`src/slp_pkg.sv`:
```
// Package for the show-file line parser.
// Holds character codes, value limits, result, verdict and phase codes, and the result bundle type.
// No dependencies.
package slp_pkg;

  localparam logic [7:0] CH_NEWLINE = 8'd10;
  localparam logic [7:0] CH_SPACE   = 8'd32;
  localparam logic [7:0] CH_ZERO    = 8'd48;
  localparam logic [7:0] CH_NINE    = 8'd57;

  // Largest channel value, and the saturation point of the leading number.
  localparam logic [19:0] SLOT_VALUE_MAX = 20'd255;
  localparam logic [19:0] HEAD_SAT_WIDE  = 20'd65536;
  localparam logic [16:0] HEAD_SAT       = 17'd65536;

  typedef enum logic [2:0] {
    RK_SLOT   = 3'd0,
    RK_FRAME  = 3'd1,
    RK_DELAY  = 3'd2,
    RK_FAILED = 3'd3,
    RK_EOF    = 3'd4
  } result_kind_e;

  // Verdict held while the rest of a line is skipped.
  typedef enum logic [1:0] {
    VD_NONE   = 2'd0,
    VD_FRAME  = 2'd1,
    VD_DELAY  = 2'd2,
    VD_FAILED = 2'd3
  } verdict_e;

  typedef enum logic [4:0] {
    PH_LINE_START = 5'b00001,
    PH_HEAD_NUM   = 5'b00010,
    PH_DATA_START = 5'b00100,
    PH_DATA_NUM   = 5'b01000,
    PH_SKIP       = 5'b10000
  } phase_e;

  // Up to three results caused by one input item, emitted in field order:
  // slot write, line verdict, end of file.
  typedef struct packed {
    logic         slot_v;
    logic [8:0]   slot_idx;
    logic [7:0]   slot_val;
    logic         verdict_v;
    result_kind_e verdict_kind;
    logic [15:0]  verdict_num;
    logic [9:0]   verdict_cnt;
    logic         eof_v;
  } slp_bundle_t;

endpackage

```
`src/slp_if.sv`:
```
// Stream interfaces of the show-file line parser: characters in, results out.
// Depends on nothing but the field widths of the block.
interface slp_in_if;
  logic       valid;
  logic       ready;
  logic       kind;
  logic [7:0] char_code;

  modport source (output valid, output kind, output char_code, input ready);
  modport sink   (input valid, input kind, input char_code, output ready);
endinterface

interface slp_out_if;
  logic       valid;
  logic       ready;
  logic [2:0] result_kind;
  logic [8:0] slot_index;
  logic [15:0] number;
  logic [9:0] slot_count;
  logic       last;

  modport source (output valid, output result_kind, output slot_index, output number,
                  output slot_count, output last, input ready);
  modport sink   (input valid, input result_kind, input slot_index, input number,
                  input slot_count, input last, output ready);
endinterface

```
`src/slp_parse.sv`:
```
// Line parsing state of the show-file line parser and the per-character update.
// Depends on slp_pkg for codes and the result bundle type.
module slp_parse import slp_pkg::*; #(
  parameter int MaxSlots = 512
) (
  input  logic        clk_i,
  input  logic        rst_ni,
  input  logic        accept_i,
  input  logic        kind_i,
  input  logic [7:0]  char_code_i,
  output slp_bundle_t bundle_o
);

  localparam logic [9:0] SlotLimit = 10'(MaxSlots);

  phase_e      phase_q, phase_d;
  logic [16:0] acc_q, acc_d;
  logic [15:0] univ_q, univ_d;
  logic [9:0]  slots_q, slots_d;
  verdict_e    pend_q, pend_d;

  logic        digit;
  logic [3:0]  digit_val;
  logic [19:0] acc_x10;
  logic        slots_full;
  logic        line_end;
  verdict_e    verdict;

  always_comb begin
    digit     = char_code_i inside {[CH_ZERO:CH_NINE]};
    digit_val = digit ? 4'(char_code_i - CH_ZERO) : 4'd0;
    acc_x10   = ({3'b000, acc_q} << 3) + ({3'b000, acc_q} << 1) + {16'd0, digit_val};
    slots_full = slots_q >= SlotLimit;
    line_end  = kind_i || (char_code_i == CH_NEWLINE);
  end

  always_comb begin
    phase_d  = phase_q;
    acc_d    = acc_q;
    univ_d   = univ_q;
    slots_d  = slots_q;
    pend_d   = pend_q;
    verdict  = VD_NONE;
    bundle_o = '0;
    bundle_o.verdict_kind = RK_FAILED;

    if (line_end) begin
      // Close the line: a value being read is written, then the verdict.
      case (phase_q)
        PH_LINE_START: begin
          if (!kind_i) begin
            verdict = VD_FAILED;
          end
        end
        PH_HEAD_NUM:   verdict = acc_q[16] ? VD_FAILED : VD_DELAY;
        PH_DATA_START: verdict = VD_FRAME;
        PH_DATA_NUM: begin
          if (slots_full) begin
            verdict = VD_FAILED;
          end else begin
            bundle_o.slot_v   = 1'b1;
            bundle_o.slot_idx = slots_q[8:0];
            bundle_o.slot_val = acc_q[7:0];
            verdict = VD_FRAME;
          end
        end
        default:       verdict = (pend_q == VD_NONE) ? VD_FAILED : pend_q;
      endcase

      bundle_o.verdict_v = verdict != VD_NONE;
      case (verdict)
        VD_FRAME: begin
          bundle_o.verdict_kind = RK_FRAME;
          bundle_o.verdict_num  = univ_q;
          bundle_o.verdict_cnt  = bundle_o.slot_v ? slots_q + 10'd1 : slots_q;
        end
        VD_DELAY: begin
          bundle_o.verdict_kind = RK_DELAY;
          bundle_o.verdict_num  = acc_q[15:0];
        end
        default: bundle_o.verdict_kind = RK_FAILED;
      endcase
      bundle_o.eof_v = kind_i;

      phase_d = PH_LINE_START;
      acc_d   = '0;
      univ_d  = '0;
      slots_d = '0;
      pend_d  = VD_NONE;
    end else begin
      case (phase_q)
        PH_LINE_START: begin
          if (digit) begin
            acc_d   = {13'd0, digit_val};
            phase_d = PH_HEAD_NUM;
          end else begin
            pend_d  = VD_FAILED;
            phase_d = PH_SKIP;
          end
        end
        PH_HEAD_NUM: begin
          if (digit) begin
            acc_d = (acc_x10 > HEAD_SAT_WIDE) ? HEAD_SAT : acc_x10[16:0];
          end else if (acc_q[16]) begin
            pend_d  = VD_FAILED;
            phase_d = PH_SKIP;
          end else if (char_code_i == CH_SPACE) begin
            univ_d  = acc_q[15:0];
            acc_d   = '0;
            slots_d = '0;
            phase_d = PH_DATA_START;
          end else begin
            pend_d  = VD_DELAY;
            phase_d = PH_SKIP;
          end
        end
        PH_DATA_START: begin
          if (digit) begin
            acc_d   = {13'd0, digit_val};
            phase_d = PH_DATA_NUM;
          end else begin
            pend_d  = VD_FRAME;
            phase_d = PH_SKIP;
          end
        end
        PH_DATA_NUM: begin
          if (digit) begin
            acc_d = acc_x10[16:0];
            if (acc_x10 > SLOT_VALUE_MAX) begin
              pend_d  = VD_FAILED;
              phase_d = PH_SKIP;
            end
          end else if (slots_full) begin
            pend_d  = VD_FAILED;
            phase_d = PH_SKIP;
          end else begin
            bundle_o.slot_v   = 1'b1;
            bundle_o.slot_idx = slots_q[8:0];
            bundle_o.slot_val = acc_q[7:0];
            slots_d = slots_q + 10'd1;
            acc_d   = '0;
            phase_d = PH_DATA_START;
          end
        end
        default: ;
      endcase
    end
  end

  always_ff @(posedge clk_i or negedge rst_ni) begin
    if (!rst_ni) begin
      phase_q <= PH_LINE_START;
      acc_q   <= '0;
      univ_q  <= '0;
      slots_q <= '0;
      pend_q  <= VD_NONE;
    end else if (accept_i) begin
      phase_q <= phase_d;
      acc_q   <= acc_d;
      univ_q  <= univ_d;
      slots_q <= slots_d;
      pend_q  <= pend_d;
    end
  end

endmodule

```
`src/show_line_parser.sv`:
```
// Show-file line parser: one character (or end-of-file marker) per transaction.
// Results are registered and offered after the edge that accepts their input.
// One input per cycle while the receiver keeps up; an input causing n results
// holds the result register until all leave, one per cycle through one port.
// Reset (asynchronous, active low) returns the parser to line start, empty.
// Depends on slp_pkg, slp_if and slp_parse.
module show_line_parser import slp_pkg::*; #(
  parameter int MAX_SLOTS = 512
) (
  input  logic  clk_i,
  input  logic  rst_ni,
  slp_in_if.sink    in_i,
  slp_out_if.source out_o
);

  // The parser updates its line state at the accepting edge and hands over
  // every result that the character causes as one bundle. The bundle register
  // then drains one result per transaction in the order slot write, verdict,
  // end of file. A new character is taken as soon as the bundle is empty, or
  // when its final result leaves in the same cycle, so the two sides never
  // wait on one another for the common one-result-or-none case.

  slp_bundle_t bundle_d;
  slp_bundle_t bundle_q;
  logic        in_accept;
  logic        out_accept;
  logic        one_left;

  assign in_accept  = in_i.valid && in_i.ready;
  assign out_accept = out_o.valid && out_o.ready;

  slp_parse #(
    .MaxSlots (MAX_SLOTS)
  ) u_parse (
    .clk_i       (clk_i),
    .rst_ni      (rst_ni),
    .accept_i    (in_accept),
    .kind_i      (in_i.kind),
    .char_code_i (in_i.char_code),
    .bundle_o    (bundle_d)
  );

  assign one_left = $onehot({bundle_q.slot_v, bundle_q.verdict_v, bundle_q.eof_v});

  assign in_i.ready  = !out_o.valid || (one_left && out_o.ready);
  assign out_o.valid = bundle_q.slot_v || bundle_q.verdict_v || bundle_q.eof_v;

  // The earliest pending result in the bundle is the one on the port.
  always_comb begin
    out_o.result_kind = 3'(RK_EOF);
    out_o.slot_index  = '0;
    out_o.number      = '0;
    out_o.slot_count  = '0;
    out_o.last        = 1'b1;
    if (bundle_q.slot_v) begin
      out_o.result_kind = 3'(RK_SLOT);
      out_o.slot_index  = bundle_q.slot_idx;
      out_o.number      = {8'd0, bundle_q.slot_val};
      out_o.last        = !bundle_q.verdict_v && !bundle_q.eof_v;
    end else if (bundle_q.verdict_v) begin
      out_o.result_kind = 3'(bundle_q.verdict_kind);
      out_o.number      = bundle_q.verdict_num;
      out_o.slot_count  = bundle_q.verdict_cnt;
      out_o.last        = !bundle_q.eof_v;
    end
  end

  always_ff @(posedge clk_i or negedge rst_ni) begin
    if (!rst_ni) begin
      bundle_q <= '0;
    end else if (in_accept) begin
      bundle_q <= bundle_d;
    end else if (out_accept) begin
      if (bundle_q.slot_v) begin
        bundle_q.slot_v <= 1'b0;
      end else if (bundle_q.verdict_v) begin
        bundle_q.verdict_v <= 1'b0;
      end else begin
        bundle_q.eof_v <= 1'b0;
      end
    end
  end

endmodule

```
`src/flat_wrapper.sv`:
```
// flat-port wrapper written by rule: the top's interface ports become plain ports
module show_line_parser_flat import slp_pkg::*;
#(
  parameter int MAX_SLOTS = 512
)
  (clk_i, rst_ni, in_i_valid, in_i_kind, in_i_char_code, in_i_ready, out_o_valid, out_o_result_kind, out_o_slot_index, out_o_number, out_o_slot_count, out_o_last, out_o_ready);
  slp_in_if in_i_i ();
  slp_out_if out_o_i ();
  input  logic clk_i;
  input  logic rst_ni;
  input wire logic [$bits(in_i_i.valid)-1:0] in_i_valid;
  input wire logic [$bits(in_i_i.kind)-1:0] in_i_kind;
  input wire logic [$bits(in_i_i.char_code)-1:0] in_i_char_code;
  output wire logic [$bits(in_i_i.ready)-1:0] in_i_ready;
  output wire logic [$bits(out_o_i.valid)-1:0] out_o_valid;
  output wire logic [$bits(out_o_i.result_kind)-1:0] out_o_result_kind;
  output wire logic [$bits(out_o_i.slot_index)-1:0] out_o_slot_index;
  output wire logic [$bits(out_o_i.number)-1:0] out_o_number;
  output wire logic [$bits(out_o_i.slot_count)-1:0] out_o_slot_count;
  output wire logic [$bits(out_o_i.last)-1:0] out_o_last;
  input wire logic [$bits(out_o_i.ready)-1:0] out_o_ready;
  assign in_i_i.valid = in_i_valid;
  assign in_i_i.kind = in_i_kind;
  assign in_i_i.char_code = in_i_char_code;
  assign in_i_ready = in_i_i.ready;
  assign out_o_valid = out_o_i.valid;
  assign out_o_result_kind = out_o_i.result_kind;
  assign out_o_slot_index = out_o_i.slot_index;
  assign out_o_number = out_o_i.number;
  assign out_o_slot_count = out_o_i.slot_count;
  assign out_o_last = out_o_i.last;
  assign out_o_i.ready = out_o_ready;
  show_line_parser #(.MAX_SLOTS(MAX_SLOTS)) u_core (.clk_i(clk_i), .rst_ni(rst_ni), .in_i(in_i_i), .out_o(out_o_i));
endmodule
```
`config.mk`:
```
export PLATFORM = sky130hd
export DESIGN_NAME = show_line_parser_flat
export DESIGN_NICKNAME = d
export VERILOG_FILES = /design/src/slp_pkg.sv /design/src/slp_if.sv /design/src/slp_parse.sv /design/src/show_line_parser.sv /design/src/flat_wrapper.sv
export SDC_FILE = /design/constraint.sdc
export NUM_CORES = 1
export LEC_CHECK = 0
export BUFFER_PORTS_ARGS = -buffer_cell sky130_fd_sc_hd__buf_4
export CAP_MARGIN = 20
export CELL_PAD_IN_SITES_DETAIL_PLACEMENT = 1
export CELL_PAD_IN_SITES_GLOBAL_PLACEMENT = 1
export CORE_MARGIN = 2
export CORE_UTILIZATION = 45
export DETAILED_ROUTE_END_ITERATION = 12
export PLACE_DENSITY_LB_ADDON = 0.05
export SYNTH_ARGS = -nofsm -noshare
export SYNTH_HDL_FRONTEND = slang
export SYNTH_SLANG_ARGS = --single-unit
```
`constraint.sdc`:
```
create_clock -name clk_i -period 4.6 [get_ports clk_i]
set_input_delay 0.69 -clock clk_i [delete_from_list [all_inputs] [get_ports clk_i]]
set_output_delay 0.69 -clock clk_i [all_outputs]
set_load 0.03 [all_outputs]
```
== Yosys cells after proc, flatten, opt, wreduce, memory -nomap -nowiden ==
Cells that the tools add are included.

* Bits in registers: 99
* Input port bits: 13
* Output and inout bits: 41
* Logic and storage cells: 158

* Add/subtract/negate cells: 6
* Order comparisons: 5
* Eq/ne operators: 27
* Multiplexer cells: 77
* Reductions and logical operators: 29

{| class="wikitable"
|+ Operator list
! cell !! number
|-
| $mux 16 || 8
|-
| $mux 17 || 7
|-
| $mux 18 || 6
|-
| $mux 10 || 10
|-
| $pmux 17 s3 || 1
|-
| $mux 5 || 9
|-
| $pmux 16 s2 || 1
|-
| $mux 31 || 1
|-
| $mux 2 || 13
|-
| $ne 4x4->1 const B || 6
|-
| $ne 3x3->1 const B || 7
|-
| $add 20x18->20 || 1
|-
| $add 20x4->20 || 1
|-
| $gt 20x17->1 const B || 1
|-
| $gt 20x8->1 const B || 1
|-
| $pmux 10 s2 || 1
|-
| $pmux 5 s4 || 1
|-
| $pmux 2 s4 || 2
|-
| $mux 1 || 12
|-
| $add 10x1->10 const B || 1
|-
| $ge 10x10->1 const B || 1
|-
| $mux 9 || 1
|-
| $eq 8x4->1 const B || 1
|-
| $eq 8x6->1 const B || 1
|-
| other kinds (33) || 50
|}

== Logic depth before layout (Yosys ltp) ==
* Word-level depth: 9
* Mapped depth: 18
* Gate-level depth less buffers: 16

== By module ==
A second synthesis with hierarchy kept.

* Cell total of the unflattened synthesis: 757
* Area, all modules: 7024.2 µm²

{| class="wikitable"
|+ Modules (own cells, without submodules)
! module !! times used !! cells an instance !! area an instance (µm²)
|-
| slp_parse || 1 || 595 || 4629.4
|-
| show_line_parser || 1 || 162 || 2394.8
|}

== Worst setup path before layout ==
No wires, ideal clock.

* Path type: input to register
* Start point: in in_i_char_code[1]
* End point: reg u_core.u_parse.phase_q[1]
* Library setup time: 0.125 ns
* Arrival time: 4.329 ns
* Required time: 4.475 ns
* Path slack: 0.146 ns
* Stages: 17
* Path through: o21ai_0 -> and4_1 -> clkbuf_1 -> and2_1 -> fa_1 -> inv_1 -> fa_1 -> nand2b_1 -> a21o_1 -> a2111o_1 -> nand2_2 -> a311oi_2 -> xnor2_2 -> nor4b_2 -> nand2b_1 -> buf_6 -> mux2_4

* Word-level cells in the longest chain between the ends: 7
* Elaborated cells on any way between the ends: 17
* Those cells by class: add/sub: 2; order compare: 3; eq/ne: 3; mux: 5; reduce/logical: 4

{| class="wikitable"
|+ RTL lines
! what !! RTL line !! text
|-
| start, declared || flat_wrapper.sv:13 || <nowiki>input wire logic [$bits(in_i_i.char_code)-1:0] in_i_char_code;</nowiki>
|-
| $ge 8x6->1 / $le 8x6->1 (equally long branches) || slp_parse.sv:30 || <nowiki>digit = char_code_i inside {[CH_ZERO:CH_NINE]};</nowiki>
|-
| $logic_and 1x1->1 || slp_parse.sv:30 ||
|-
| $mux 4 || slp_parse.sv:31 || <nowiki>digit_val = digit ? 4'(char_code_i - CH_ZERO) : 4'd0;</nowiki>
|-
| $add 20x4->20 || slp_parse.sv:32 || <nowiki>acc_x10 = ({3'b000, acc_q} << 3) + ({3'b000, acc_q} << 1) + {16'd0, digit_val};</nowiki>
|-
| $gt 20x8->1 || slp_parse.sv:129 || <nowiki>if (acc_x10 > SLOT_VALUE_MAX) begin</nowiki>
|-
| $ne 4x4->1 (no source line) || n/a ||
|-
| $reduce_and 4->1 (no source line) || n/a ||
|-
| end signal, assigned || slp_parse.sv:158 || <nowiki>phase_q <= phase_d;</nowiki>
|-
| end, declared || slp_parse.sv:16 || <nowiki>phase_e phase_q, phase_d;</nowiki>
|}

Several ways; a longest one is shown, not always the timed one.
A chain may end at the register's enable or synchronous reset.

== Worst setup path in the final report ==
* Start point: in in_i_char_code[1]
* End point: reg u_core.u_parse.phase_q[4]

The elaborated chain is that of the path after synthesis.

==> metrics.txt <==
end of the worst register-to-register path u_core.u_parse.phase_q[4]$_DFFE_PN0P_; R2R cell count 13; outcome finished clean; postcts setup bufs 0; gr usage total 25.7%; Post-route DRC 0; nets@finish 789; Avg Inst Size Synth 9.03 um^2; crit path DAT 4640 ps; port bufs 53; CP Cell Sequence buf_4 -> o21ai_0 -> and4_1 -> and2_1 -> fa_1 -> inv_1 -> fa_1 -> nand2b_1 -> a21o_1 -> nand4_1 -> or3b_1 -> nor4b_4 -> nand4_1 -> nor4b_2 -> buf_4 -> nand2b_4 -> mux2_4; Worst Tran Pin Value 870 ps; syn nets 733; Remaining Overflow, GRT 0; diode count 0; Hold Vio Cnt, Final 0; Power Dens Cells 348 nW/um^2; clock buffer count from CTS 9; routed via count 5,409; fraction of layout cells with a size suffix above 1 16.5%; Yosys top cell area share 39.6%; Power, Total 2490 uW; clock-pin slew on the worst setup and hold paths 80 ps; max_cap viols 0; YS warnings 0; Worst path max stage delay 510 ps; DP HPWL 13.4 mm; Post-synth ARST share 100%; row cnt 42; routed vias/inst 5.91; WL final 18.0 mm; slowest CP cell fa_1; FF-to-FF setup slack 540 ps; post-synth cell types 67; largest net degree at the start of global routing 69; post-CTS sizing 0; CTS max path bufs 2; first-pass GRT wire length 29.7 mm; TritonRoute pass-1 iters 4; die width 121 um; Sink Count 98; H-tree depth 3; Worst slew margin 42.0%; cell area after synthesis 6130 um^2; Critical Path Fanout Max 6; root buffer cell clkbuf_16; Top FF cell, synth dfrtp_1; Tcrit/Tclk final 95.8%; pre-CTS WS -265 ps; critical path required time 4830 ps; Core Footprint 13,300 um^2; Final TNS setup 0 ps; Crit Path Class input port to flop; Max VDD drop 187 uV; max-slew violations 0; Synth area leader dfrtp_1; WL/cell 19.6 um; ranking of synthesized cells by area dfrtp_1 40%, ha_1 7.8%, o21ai_0 6.4%; CTS Hold Bufs 0; I/O pins 54; fmax 227 MHz; CP endpoint kind flop; static leakage 0.00338 uW; Post-Route Skew 12.2 ps; routability-driven placement congestion ratio 0.852; Seq/Total Area, Yosys 40.0%; Area Growth Syn to Fin 16.4%; Core Util, Final 53.7%; Final Hold Slack 441 ps; worst min path class input port to async pin; synthesized instance count 679; Critical path buffers and inverters 3; setup ws final 192 ps; Seq cells post-synth 98; number of DRC markers in iteration 0 359; most frequent cells in the layout 97 x dfrtp_1, 85 x buf_4, 79 x o21ai_0; Die H 121 um; CTS tree built; fin crit period 4410 ps; most common cell after layout, fill and taps aside dfrtp_1; CP Launch Type input port; Final setup viols 0; initial antenna violation count 0; later-pin clock latency in the skew report 350 ps; Post-synth EDFFs 0; vias in the first global route 5,619; Crit Reg-Reg Startpoint u_core.u_parse.acc_q[2]$_DFFE_PN0P_; die area 14,600 um^2; Top Family by Delay on Critical Path simple AND/OR/NAND/NOR gates; starting density of the core 46.1%; antenna-violating nets left 0
==> worst reg2reg max path: stages (launching register included) <==
cell and delay, ps:
dfrtp_1 510, fa_1 590, inv_1 70, fa_1 440, nand2b_1 170, a21o_1 230
nand4_1 100, or3b_1 420, nor4b_4 320, nand4_1 160, nor4b_2 270, buf_4 180
nand2b_4 170, mux2_4 310
==> cell usage after synthesis (all sizes together), types with 2 or more instances <==
library cell	n
a211oi	5
a21boi	2
a21o	5
a21oi	27
a22o	27
a22oi	16
a31oi	6
a32o	7
a41oi	2
and2	17
and3	34
buf	3
clkbuf	37
dfrtp	97
fa	3
ha	38
inv	35
mux2	3
mux2i	5
nand2	75
nand2b	12
nand3	26
nand3b	3
nand4	7
nor2	28
nor3	10
nor3b	2
nor4	2
nor4b	3
o211ai	3
o21a	3
o21ai	84
o22ai	2
o311ai	2
o31ai	4
or2	2
or3	3
xnor2	10
xor2	11
==> final cells by class <==
cell class,count,area (um^2)
fill,1562,6150
multi-input combinational,506,3410
sequential,98,2450
timing repair buffer,85,638
clock buffer,10,239
tap,176,220
inverter,35,131
clock inverter,6,47.5
==> power by group <==
part | internal (uW) | switching, uW
Sequential | 906 | 64.1
Combinational | 238 | 546
Clock | 388 | 346
==> cell families after synthesis <==
kind of cell,count (synthesis),share of synthesized area [%]
AND/OR/NAND/NOR,229,19.1
AO/OA/AOI/OAI,206,22.5
flip-flops,98,40.0
buffers and inverters,75,4.85
adder cells (fa/ha/maj),42,8.89
XOR/XNOR,21,3.12
multiplexers,8,1.55
==> flip-flops by register name (all words and copies together) (netlist names) <==
signal                  flops
u_core.u_parse.phase_q      5
u_core.u_parse.univ_q      16
u_core.u_parse.acc_q       17
u_core.bundle_q            48
u_core.u_parse.pend_q       2
u_core.u_parse.slots_q     10
==> metal layers <==
layer / part of all wire (%) / vias to the layer above / global-route usage (%)
met3: 3.0 / 32 / 2.41
met5: 0 / - / 0
met1: 47 / 2710 / 36.6
met2: 48 / 106 / 40.8
met4: 2.3 / 0 / 9.67
li1: - / 2561 / -
==> metrics by stage <==
step                      area [um^2]  cells
after detailed placement         6840    900
after CTS                        7130    916
after global routing             7140    916
final                            7140    916
after global placement           6840    900
after floorplan                  6130    679
==> how the worst max path moves through the flow <==
stage                                  from                                    end  cells past startpoint
final                     in_i_char_code[1]  u_core.u_parse.phase_q[4]$_DFFE_PN0P_                     17
after CTS                 in_i_char_code[1]  u_core.u_parse.phase_q[4]$_DFFE_PN0P_                     17
after global placement    in_i_char_code[1]  u_core.u_parse.phase_q[2]$_DFFE_PN0P_                     17
after floorplan           in_i_char_code[1]  u_core.u_parse.phase_q[1]$_DFFE_PN0P_                     17
after global routing      in_i_char_code[1]    u_core.u_parse.acc_q[2]$_DFFE_PN0P_                     17
after detailed placement  in_i_char_code[1]  u_core.u_parse.phase_q[4]$_DFFE_PN0P_                     17
Note: power is estimated with default switching activity, not from simulation.
